File: src/rtl/core/bmmd_pkg.sv
`default_nettype none
package bmmd_pkg;

  // field and register widths
  localparam int unsigned SAMPLE_W = 32;
  localparam int unsigned SCNT_W   = 17;
  localparam int unsigned BCNT_W   = 13;
  localparam int unsigned BIDX_W   = 12;
  localparam int unsigned SUM_W    = 49;
  localparam int unsigned CFG_W    = 17;

  localparam logic [SCNT_W-1:0] MAX_SAMPLES = SCNT_W'(65536);
  localparam logic [BCNT_W-1:0] MAX_BUCKETS = BCNT_W'(4096);

  // shared divider: unsigned, one quotient bit per cycle
  localparam int unsigned DVD_W      = 48;
  localparam int unsigned DVS_W      = 17;
  localparam int unsigned DIV_STEPS  = DVD_W;
  localparam int unsigned DIV_CNT_W  = $clog2(DIV_STEPS);

  // config register indexes
  localparam logic CFG_SAMPLE_COUNT = 1'b0;
  localparam logic CFG_BUCKET_COUNT = 1'b1;

  typedef struct packed {
    logic             start;
    logic [DVD_W-1:0] dividend;
    logic [DVS_W-1:0] divisor;
  } div_req_t;

endpackage
`default_nettype wire

File: src/rtl/core/bmmd_div.sv
`default_nettype none
module bmmd_div (
  input  logic                clk_i,
  input  logic                rst_ni,
  input  bmmd_pkg::div_req_t  req_i,
  output logic                done_o,
  output logic [bmmd_pkg::DVD_W-1:0] quot_o
);
  import bmmd_pkg::*;

  logic                 busy_q;
  logic                 done_q;
  logic [DIV_CNT_W-1:0] cnt_q;
  logic [DVD_W-1:0]     quo_q;
  logic [DVS_W-1:0]     rem_q;
  logic [DVS_W-1:0]     dvs_q;

  logic [DVS_W:0]   rem_sh;
  logic             ge;
  logic [DVS_W:0]   rem_sub;

  // restoring step: shift in next dividend bit, subtract if it fits
  assign rem_sh  = {rem_q, quo_q[DVD_W-1]};
  assign ge      = rem_sh >= {1'b0, dvs_q};
  assign rem_sub = rem_sh - {1'b0, dvs_q};

  always_ff @(posedge clk_i or negedge rst_ni) begin
    if (!rst_ni) begin
      busy_q <= 1'b0;
      done_q <= 1'b0;
      cnt_q  <= '0;
    end else begin
      done_q <= 1'b0;
      if (req_i.start) begin
        busy_q <= 1'b1;
        cnt_q  <= '0;
        quo_q  <= req_i.dividend;
        dvs_q  <= req_i.divisor;
        rem_q  <= '0;
      end else if (busy_q) begin
        quo_q <= {quo_q[DVD_W-2:0], ge};
        rem_q <= ge ? rem_sub[DVS_W-1:0] : rem_sh[DVS_W-1:0];
        if (cnt_q == DIV_CNT_W'(DIV_STEPS - 1)) begin
          busy_q <= 1'b0;
          done_q <= 1'b1;
        end else begin
          cnt_q <= cnt_q + 1'b1;
        end
      end
    end
  end

  assign done_o = done_q;
  assign quot_o = quo_q;

endmodule
`default_nettype wire

File: src/rtl/core/bucket_min_max_decimator.sv
// Bucket min/max decimator.
// Input channel: one sample beat (key, value, missing flag) per accepted
// in_valid_i with in_stall_o low. Output channel: one bucket beat on
// out_valid_o, taken when out_stall_i is low.
// Config: cfg_we_i writes sample_count (index 0) or bucket_count (index 1);
// any write restarts the window. Write only while the block is idle.
// A window of sample_count samples is cut into bucket_count near-equal
// buckets; each bucket end gives mean key, min and max value, or an empty flag.
// Steps: a sample that does not close a bucket goes from idle to check and
// back to idle. The first sample of each bucket also waits for the bucket end
// index (n*(b+1)/B on the shared 48-step restoring divider). A bucket end with
// valid samples then waits for the mean key division on the same divider; an
// empty bucket end goes straight to the emit state. in_stall_o is high for
// the whole of that work.
// The result sits in an output register, so the block takes new samples while
// a bucket beat waits; a second bucket end stalls until the first is taken.
// Reset: sample_count = bucket_count = 1, window and bucket state cleared.
`default_nettype none
module bucket_min_max_decimator (
  input  logic                            clk_i,
  input  logic                            rst_ni,
  input  logic                            cfg_we_i,
  input  logic                            cfg_index_i,
  input  logic [bmmd_pkg::CFG_W-1:0]      cfg_data_i,
  input  logic                            in_valid_i,
  output logic                            in_stall_o,
  input  logic signed [bmmd_pkg::SAMPLE_W-1:0] sample_key_i,
  input  logic signed [bmmd_pkg::SAMPLE_W-1:0] sample_value_i,
  input  logic                            sample_missing_i,
  output logic                            out_valid_o,
  input  logic                            out_stall_i,
  output logic signed [bmmd_pkg::SAMPLE_W-1:0] center_key_o,
  output logic signed [bmmd_pkg::SAMPLE_W-1:0] bucket_min_o,
  output logic signed [bmmd_pkg::SAMPLE_W-1:0] bucket_max_o,
  output logic                            bucket_empty_o,
  output logic                            last_bucket_o
);
  import bmmd_pkg::*;

  typedef enum logic [2:0] {
    S_IDLE,
    S_BND,
    S_CHECK,
    S_MEAN,
    S_EMIT
  } state_e;

  localparam logic signed [SAMPLE_W-1:0] VAL_POS_MAX = {1'b0, {(SAMPLE_W-1){1'b1}}};
  localparam logic signed [SAMPLE_W-1:0] VAL_NEG_MAX = {1'b1, {(SAMPLE_W-1){1'b0}}};

  state_e state_q;

  // config
  logic [SCNT_W-1:0] sample_count_q;
  logic [BCNT_W-1:0] bucket_count_q;

  // window / bucket state
  logic [SCNT_W-1:0]          sample_index_q;
  logic [SCNT_W-1:0]          pos_q;
  logic [BIDX_W-1:0]          bucket_index_q;
  logic [SCNT_W-1:0]          boundary_q;
  logic                       bnd_valid_q;
  logic signed [SAMPLE_W-1:0] running_min_q;
  logic signed [SAMPLE_W-1:0] running_max_q;
  logic [SUM_W-1:0]           key_sum_q;
  logic [SCNT_W-1:0]          valid_samples_q;
  logic                       last_q;
  logic                       neg_q;
  logic [SAMPLE_W-1:0]        res_key_q;
  logic                       res_empty_q;

  // output register
  logic                       out_valid_q;
  logic [SAMPLE_W-1:0]        out_key_q;
  logic [SAMPLE_W-1:0]        out_min_q;
  logic [SAMPLE_W-1:0]        out_max_q;
  logic                       out_empty_q;
  logic                       out_last_q;

  // divider
  div_req_t         div_req_q;
  logic             div_done;
  logic [DVD_W-1:0] div_quot;

  // effective counts
  logic [SCNT_W-1:0] eff_n;
  logic [BCNT_W-1:0] b_lim;
  logic [BCNT_W-1:0] eff_b;
  logic [BCNT_W-1:0] bkt_next;
  logic [SCNT_W+BCNT_W-1:0] bnd_prod;
  logic [SUM_W-1:0]  sum_mag;
  logic [SAMPLE_W-1:0] quot_lo;
  logic              at_bucket_end;
  logic              is_last;
  logic              emit_fire;
  logic              div_start;

  assign eff_n = (sample_count_q == '0) ? SCNT_W'(1) :
                 (sample_count_q > MAX_SAMPLES) ? MAX_SAMPLES : sample_count_q;
  assign b_lim = (bucket_count_q == '0) ? BCNT_W'(1) :
                 (bucket_count_q > MAX_BUCKETS) ? MAX_BUCKETS : bucket_count_q;
  assign eff_b = ({{(SCNT_W-BCNT_W){1'b0}}, b_lim} > eff_n) ? eff_n[BCNT_W-1:0] : b_lim;

  assign bkt_next = {1'b0, bucket_index_q} + BCNT_W'(1);
  // end index of the current bucket is n*(b+1)/B
  assign bnd_prod = eff_n * bkt_next;

  assign sum_mag = key_sum_q[SUM_W-1] ? (SUM_W'(0) - key_sum_q) : key_sum_q;
  assign quot_lo = div_quot[SAMPLE_W-1:0];

  assign at_bucket_end = !((pos_q < boundary_q) && (pos_q < eff_n));
  assign is_last       = (bkt_next >= eff_b) || (pos_q >= eff_n);

  // bucket beat moves into the output register
  assign emit_fire = !cfg_we_i && (state_q == S_EMIT) && (!out_valid_q || !out_stall_i);

  // divider kick: bucket end index on a bucket's first sample, mean at its end
  assign div_start = !cfg_we_i &&
                     (((state_q == S_IDLE) && in_valid_i && !bnd_valid_q) ||
                      ((state_q == S_CHECK) && at_bucket_end &&
                       (valid_samples_q != '0)));

  bmmd_div u_div (
    .clk_i  (clk_i),
    .rst_ni (rst_ni),
    .req_i  (div_req_q),
    .done_o (div_done),
    .quot_o (div_quot)
  );

  always_ff @(posedge clk_i or negedge rst_ni) begin
    if (!rst_ni) begin
      state_q         <= S_IDLE;
      sample_count_q  <= SCNT_W'(1);
      bucket_count_q  <= BCNT_W'(1);
      sample_index_q  <= '0;
      pos_q           <= '0;
      bucket_index_q  <= '0;
      boundary_q      <= '0;
      bnd_valid_q     <= 1'b0;
      running_min_q   <= VAL_POS_MAX;
      running_max_q   <= VAL_NEG_MAX;
      key_sum_q       <= '0;
      valid_samples_q <= '0;
      last_q          <= 1'b0;
      neg_q           <= 1'b0;
      res_key_q       <= '0;
      res_empty_q     <= 1'b0;
      out_valid_q     <= 1'b0;
      div_req_q       <= '0;
    end else begin
      div_req_q.start <= div_start;
      if (emit_fire) begin
        out_valid_q <= 1'b1;
      end else if (out_valid_q && !out_stall_i) begin
        out_valid_q <= 1'b0;
      end

      if (cfg_we_i) begin
        unique case (cfg_index_i)
          CFG_SAMPLE_COUNT: sample_count_q <= cfg_data_i[SCNT_W-1:0];
          CFG_BUCKET_COUNT: bucket_count_q <= cfg_data_i[BCNT_W-1:0];
          default: ;
        endcase
        // restart the window
        sample_index_q  <= '0;
        bucket_index_q  <= '0;
        boundary_q      <= '0;
        bnd_valid_q     <= 1'b0;
        running_min_q   <= VAL_POS_MAX;
        running_max_q   <= VAL_NEG_MAX;
        key_sum_q       <= '0;
        valid_samples_q <= '0;
        state_q         <= S_IDLE;
      end else begin
        unique case (state_q)
          S_IDLE: begin
            if (in_valid_i) begin
              if (!sample_missing_i) begin
                if (sample_value_i < running_min_q) running_min_q <= sample_value_i;
                if (sample_value_i > running_max_q) running_max_q <= sample_value_i;
                key_sum_q <= key_sum_q +
                             {{(SUM_W-SAMPLE_W){sample_key_i[SAMPLE_W-1]}}, sample_key_i};
                valid_samples_q <= valid_samples_q + 1'b1;
              end
              pos_q <= sample_index_q + 1'b1;
              if (bnd_valid_q) begin
                state_q <= S_CHECK;
              end else begin
                div_req_q.dividend <= {{(DVD_W-SCNT_W-BCNT_W){1'b0}}, bnd_prod};
                div_req_q.divisor  <= {{(DVS_W-BCNT_W){1'b0}}, eff_b};
                state_q            <= S_BND;
              end
            end
          end
          S_BND: begin
            if (div_done) begin
              boundary_q  <= div_quot[SCNT_W-1:0];
              bnd_valid_q <= 1'b1;
              state_q     <= S_CHECK;
            end
          end
          S_CHECK: begin
            if (!at_bucket_end) begin
              sample_index_q <= pos_q;
              state_q        <= S_IDLE;
            end else begin
              last_q <= is_last;
              if (valid_samples_q == '0) begin
                res_key_q   <= '0;
                res_empty_q <= 1'b1;
                state_q     <= S_EMIT;
              end else begin
                neg_q              <= key_sum_q[SUM_W-1];
                div_req_q.dividend <= sum_mag[DVD_W-1:0];
                div_req_q.divisor  <= valid_samples_q;
                state_q            <= S_MEAN;
              end
            end
          end
          S_MEAN: begin
            if (div_done) begin
              // truncate toward zero: divide the magnitude, restore the sign
              res_key_q   <= neg_q ? (SAMPLE_W'(0) - quot_lo) : quot_lo;
              res_empty_q <= 1'b0;
              state_q     <= S_EMIT;
            end
          end
          S_EMIT: begin
            if (!out_valid_q || !out_stall_i) begin
              out_key_q   <= res_key_q;
              out_min_q   <= res_empty_q ? '0 : running_min_q;
              out_max_q   <= res_empty_q ? '0 : running_max_q;
              out_empty_q <= res_empty_q;
              out_last_q  <= last_q;
              running_min_q   <= VAL_POS_MAX;
              running_max_q   <= VAL_NEG_MAX;
              key_sum_q       <= '0;
              valid_samples_q <= '0;
              bnd_valid_q     <= 1'b0;
              if (last_q) begin
                sample_index_q <= '0;
                bucket_index_q <= '0;
                boundary_q     <= '0;
              end else begin
                sample_index_q <= pos_q;
                bucket_index_q <= bucket_index_q + 1'b1;
              end
              state_q <= S_IDLE;
            end
          end
          default: state_q <= S_IDLE;
        endcase
      end
    end
  end

  assign in_stall_o     = (state_q != S_IDLE) || cfg_we_i;
  assign out_valid_o    = out_valid_q;
  assign center_key_o   = out_key_q;
  assign bucket_min_o   = out_min_q;
  assign bucket_max_o   = out_max_q;
  assign bucket_empty_o = out_empty_q;
  assign last_bucket_o  = out_last_q;

  // a waiting sample always lies before the end of its bucket
  a_bnd_ahead: assert property (@(posedge clk_i) disable iff (!rst_ni)
    (state_q == S_IDLE && bnd_valid_q) |-> (sample_index_q < boundary_q))
    else $error("bucket end index not ahead of sample index");

  // valid count never exceeds the samples seen in the window
  a_valid_cnt: assert property (@(posedge clk_i) disable iff (!rst_ni)
    (state_q == S_IDLE) |-> (valid_samples_q <= sample_index_q))
    else $error("valid sample count too large");

  a_empty_zero: assert property (@(posedge clk_i) disable iff (!rst_ni)
    (out_valid_o && bucket_empty_o) |->
      (center_key_o == '0 && bucket_min_o == '0 && bucket_max_o == '0))
    else $error("empty bucket with nonzero fields");

  a_min_max: assert property (@(posedge clk_i) disable iff (!rst_ni)
    (out_valid_o && !bucket_empty_o) |-> (bucket_min_o <= bucket_max_o))
    else $error("bucket min above max");

endmodule
`default_nettype wire

File: config.mk
export PLATFORM = sky130hd
export DESIGN_NAME = bucket_min_max_decimator
export DESIGN_NICKNAME = d
export VERILOG_FILES = /design/src/rtl/core/bmmd_pkg.sv /design/src/rtl/core/bmmd_div.sv /design/src/rtl/core/bucket_min_max_decimator.sv
export SDC_FILE = /design/constraint.sdc
export NUM_CORES = 2
export LEC_CHECK = 0
export BUFFER_PORTS_ARGS = -buffer_cell sky130_fd_sc_hd__buf_2
export CAP_MARGIN = 20
export CELL_PAD_IN_SITES_DETAIL_PLACEMENT = 1
export CELL_PAD_IN_SITES_GLOBAL_PLACEMENT = 2
export CORE_MARGIN = 10
export CORE_UTILIZATION = 37
export DETAILED_ROUTE_END_ITERATION = 16
export PLACE_DENSITY_LB_ADDON = 0.15
export SLEW_MARGIN = 5
export SYNTH_ARGS = -nofsm -noshare
export SYNTH_HDL_FRONTEND = slang
export SYNTH_SLANG_ARGS = --single-unit
File: constraint.sdc
create_clock -name clk_i -period 6.5 [get_ports clk_i]
set_input_delay 0.325 -clock clk_i [delete_from_list [all_inputs] [get_ports clk_i]]
set_output_delay 0.325 -clock clk_i [all_outputs]
set_load 0.005 [all_outputs]
# Yosys cells after proc, flatten, opt, wreduce, memory -nomap -nowiden
# Cells that the tools add are included.
# classes
n_addsub,9
mul,1
n_lt_le_gt_ge,10
n_eq_ne,21
muxes,84
n_bitwise,4
reduce_logical,52
# op_table
op,count
$mux 32,14
$mux 17,16
$mux 65,4
$mux 49,4
$pmux 32 s2,3
$mux 48,3
$pmux 65 s2,1
$pmux 17 s2,3
$pmux 49 s2,1
$add 49x49->49,1
$mux 12,4
$sub 1x48->48 const A,1
$mux 13,3
$add 17x1->17 const B,2
$logic_not 17->1,2
$lt 17x17->1,2
$gt 32x32->1,1
$lt 32x32->1,1
$sub 1x32->32 const A,1
$mul 17x13->30,1
$mux 3,7
$reduce_and 4->1,5
$ge 18x17->1,1
$mux 6,3
other kinds (34),97
# totals
register_bits,517
out_inout_bits,100
wordCells,212

# Longest topological paths before layout
# depth
word_depth,10
mapped_depth,30
ltp_nobuf,28

# By module
# Synthesis repeated with hierarchy kept, for this count alone.
# unflattened
hier_cells,3699
area_unflattened_um2,35873.2
# by_module_without_submodules
mod,n_inst,cells_each,area_each_um2
bucket_min_max_decimator,1,3314,31023.5
bmmd_div,1,385,4849.7

# Worst setup path before layout
# Ideal clock, no wire load.
# synth_timing
path_type,reg-to-reg
start,register sample_count_q[3]
end,register div_req_q[46] in the netlist's numbering
arrival_time_ps,7031
slack_ps,-661
path_stages_with_launch,28
n_path_buf,2
period_less_slack_ps,7161
path_cell_list,dfrtp_1 or4_1 nor3_1 nand4_1 nand2_1 clkbuf_1 and2_1 clkbuf_1 inv_1 nor2_1 fa_1 fa_1 fa_1 fa_1 inv_1 fa_1 inv_1 ha_1 a21o_1 a21o_1 a21oi_1 o31a_1 a31oi_1 o41ai_1 o31ai_1 o41ai_1 xnor2_1 o21ai_0
# synth_via
elab_chain_len,7
# synth_lines
element,line_no,rtl
"start, declared",bucket_min_max_decimator.sv:54,logic [SCNT_W-1:0] sample_count_q;
"start signal, assigned",bucket_min_max_decimator.sv:161,CFG_SAMPLE_COUNT: sample_count_q <= cfg_data_i[SCNT_W-1:0];
$gt 17x17->1,bucket_min_max_decimator.sv:99,(sample_count_q > MAX_SAMPLES) ? MAX_SAMPLES : sample_count_q;
$mux 17,bucket_min_max_decimator.sv:99,
$mux 17 *,bucket_min_max_decimator.sv:98,assign eff_n = (sample_count_q == '0) ? SCNT_W'(1) :
$mul 17x13->30 / $lt 17x17->1 (equally long branches),"bucket_min_max_decimator.sv:106, bucket_min_max_decimator.sv:111",
$mux 65 / $logic_and 1x1->1 (equally long branches),"bucket_min_max_decimator.sv:187, bucket_min_max_decimator.sv:111",
$mux 65 / $ne 2x2->1 (equally long branches),-,
$pmux 65 s2 / $reduce_and 6->1 (equally long branches),-,
"end, declared",bucket_min_max_decimator.sv:81,div_req_t div_req_q;
# Mark *: on every way between the ends. The rest lies on a longest branch, timed or not. The select of a mux whose other input is x is not followed.
# A chain may end at the register's enable or synchronous reset.

# Worst setup path after layout
# layout_timing
start,register sample_count_q[3]
end,register div_req_q[44] in the netlist's numbering
# Same word-level chain as after synthesis.

==> summary.txt <==
WS Path Type = flip-flop to flip-flop
mux cell area share after synthesis = 3.89%
DR vias = 28300
worst path buffer plus inverter count = 6
Layout area overhead = 19.9%
Initial Utilization = 37.2%
DRC = 0
Die ar. = 0.110 sq mm
global-route usage over all layers = 20.8%
Die Wd = 331 um
Final Net Count = 4620
Synth Instances = 3703
syn_area_per_cell = 9.67 sq um
Clock Skew = 0.0459 ns
Max IR drop VDD = 0.222 mV
Logic pwr share = 38.4%
Cell Area, Synth = 0.0358 sq mm
DRT iter0 DRCs = 1485
status = finished with violations
largest family of logic cells by synthesized area = adder cells
via-per-instance ratio = 5.21
core area = 0.0964 sq mm
DRT antenna net count = 0
NetSw = 5.37 mW
Die H = 331 um
WL/cell = 21.1 um
power density cells = 322 mW/mm^2
DRT Wirelength = 114000 um
fraction of layout instances using a drive strength above 1 = 20.2%
Syn. warnings = 0
failing checks = setup timing
gr ovfl total = 0
Final Setup Violations = 10
Worst-Margin Slew = 1.01 ns
Post-synth top cells = nand2_1 (402), inv_1 (387), nor2_1 (338), dfrtp_1 (303), ha_1 (267)
Diodes inserted = 0
Synth Area in Compound Gates = 14.2%
clk buf depth = 3
initial antenna violation count = 2
XOR/XNOR Fraction of Synth Area = 4.52%
CP arrival = 7.35 ns
CP max stage delay = 0.54 ns
Root Buffer = clkbuf_16
Synth cell types = 78
Req. time, crit path = 7.08 ns
CP max FO = 8
vias in the first global route = 29900
max cap viols = 0
CTS Sinks = 517
Place WS = -0.750 ns
final period utilization = 104%
CP most frequent cell = fa_1
sequential area share after synthesis = 38.7%
boundary pin count = 188
largest net degree at the start of global routing = 75
R2R Setup Slk = -0.27 ns
Worst setup EP type = flip-flop
DPL Wire Length = 88200 um
Clock transition at path regs = 0.06 ns
Post-Synth Adder-Cell Area = 18.7%
Clk pwr share = 25.8%
Slew Limit Fails = 0
total clock buffers created by CTS = 61
sequential share of power = 35.8%
Slew headroom = 32.8%
fin crit period = 6.77 ns
Post-synth top flop = dfrtp_1
Clock Latency Late Sink = 0.68 ns
H-tree depth = 2
CTS tree = done
Yosys top cell area share = 21.2%
Hold WC Path Type = input pin to flip-flop
Pint = 8.46 mW
leakage power = 19.9 nW
fraction of registers with async set/reset = 65.2%
Yosys top cell by area = dfrtp_1
switching portion of total power = 38.8%
post-route setup TNS = -1.84 ns
GP Congestion = 0.879
CP top delay family = adder cells
RSZ-0062 raised after global routing = yes
Worst path slowest cell = fa_1
Final Hold Slack = 0.0625 ns
synth top area cells = dfrtp_1 (21%), edfxtp_1 (15%), fa_1 (9.3%)
Critical Path Source Type = flip-flop
first drt pass iteration count = 5
first-pass GRT wire length = 179000 um
syn nets = 4225
Power, Total = 13.8 mW
final worst slack = -0.268 ns
register bit total from synthesis = 517
final number of hold-violating endpoints = 0
Rows = 114
most common cell in the netlist = nand2_1
# port buffers = 187
Post-synth EDFFs = 180
fmax = 148 MHz
Synth Area in Simple Gates = 14.3%
## kinds of logic after synthesis
group / count (synthesis)
xor+xnor: 185
mux: 126
fa+ha+maj: 434
compound gates: 773
flops: 517
simple gates: 1121
buf+inv: 547
## per-stage QoR
stage	cells	cell area [sq um]	util (%)
after CTS	5414	42600	44.2
after floorplan	3703	36000	-
after detailed placement	5232	39600	41.1
after global routing	5427	43000	44.6
final	5427	43000	44.6
after global placement	5232	39600	41.1
## power groups by stage
stage | Clock [mW] | Combinational (mW) | Sequential (mW)
after floorplan | 0 | 3.76 | 4.65
after global placement | 0 | 5.15 | 4.99
after detailed placement | 0 | 5.23 | 5.01
after CTS | 3.67 | 5.32 | 4.96
after global routing | 3.81 | 5.98 | 5.07
final | 3.57 | 5.30 | 4.95
## state kept, by name, summed over array words and instances (netlist names), 32 cells and up
signal and flops:
res_key_q 32, bucket_min_o 32, running_min_q 32, bucket_max_o 32, u_div.quot_o 48, running_max_q 32, div_req_q 66, key_sum_q 49
center_key_o 32
## layout make-up
class / count / area [sq um]
fillers: 10900 / 53500
multi-input cells: 2640 / 20500
flip-flops and latches: 517 / 13900
repair buffers: 487 / 3420
clock buffers: 84 / 1740
well taps: 1276 / 1600
inverters: 391 / 1480
clock inverters: 32 / 369
## final timing paths
path / start / endpoint / cells past startpoint
min in group asynchronous: rst_ni / valid_samples_q[3] / 2
max in group asynchronous: rst_ni / key_sum_q[0] / 4
min reg2reg: res_key_q[0] / center_key_o[0] / 0
min: sample_key_i[0] / key_sum_q[0] / 4
max reg2reg: sample_count_q[3] / div_req_q[44] / 26
max: sample_count_q[3] / div_req_q[44] / 26
## layer usage
metal | global-route usage [%] | share of wire (%)
met5 | 0 | 0
met4 | 5.65 | 2.7
met3 | 2.58 | 3.5
met2 | 34.0 | 47
met1 | 28.8 | 47
## worst register-to-register path, cell delays in order, from the launching register on
cell,delay [ns]
dfrtp_1,0.37
or4_4,0.53
nor3_2,0.11
nand4_1,0.19
nand2_4,0.19
and2_4,0.22
buf_12,0.13
buf_6,0.11
nand2_4,0.05
fa_1,0.46
fa_1,0.50
fa_1,0.52
inv_2,0.04
fa_1,0.49
inv_2,0.04
fa_1,0.54
inv_2,0.05
ha_4,0.27
nand4_1,0.12
or4_4,0.54
a31oi_4,0.24
o41ai_4,0.12
buf_4,0.16
o31ai_4,0.30
nor2_1,0.10
xor2_1,0.15
o211ai_1,0.17
## cell usage in the layout (no fill, tap or decap), types with 37 or more instances in the layout
master,n
inv_1,354
ha_1,255
edfxtp_1,180
nand2_1,392
mux2_2,107
nor3_1,38
dlygate4sd3_1,51
xor2_1,106
fa_1,158
o21ai_0,219
nand3_1,73
nand2b_1,42
buf_4,235
a21oi_1,129
o31ai_1,49
buf_2,186
nor2b_1,43
xnor2_1,72
dfrtp_1,301
nand4_1,37
clkbuf_16,63
nor2_1,317
a21o_1,94
a22o_1,40
## timing repair
| action | 4_1_cts | 5_1_grt |
|---|---|---|
| hold buffers | 51 | 0 |
| hold endpoints to repair | 144 | 0 |
| gates resized for setup | 65 | 69 |
| endpoints found under the setup margin | 16 | 17 |
| gates cloned | 1 | 0 |
| pin swaps | 30 | 47 |
| buffers inserted | 15 | 14 |
Note: power is estimated with default switching activity, not from simulation.
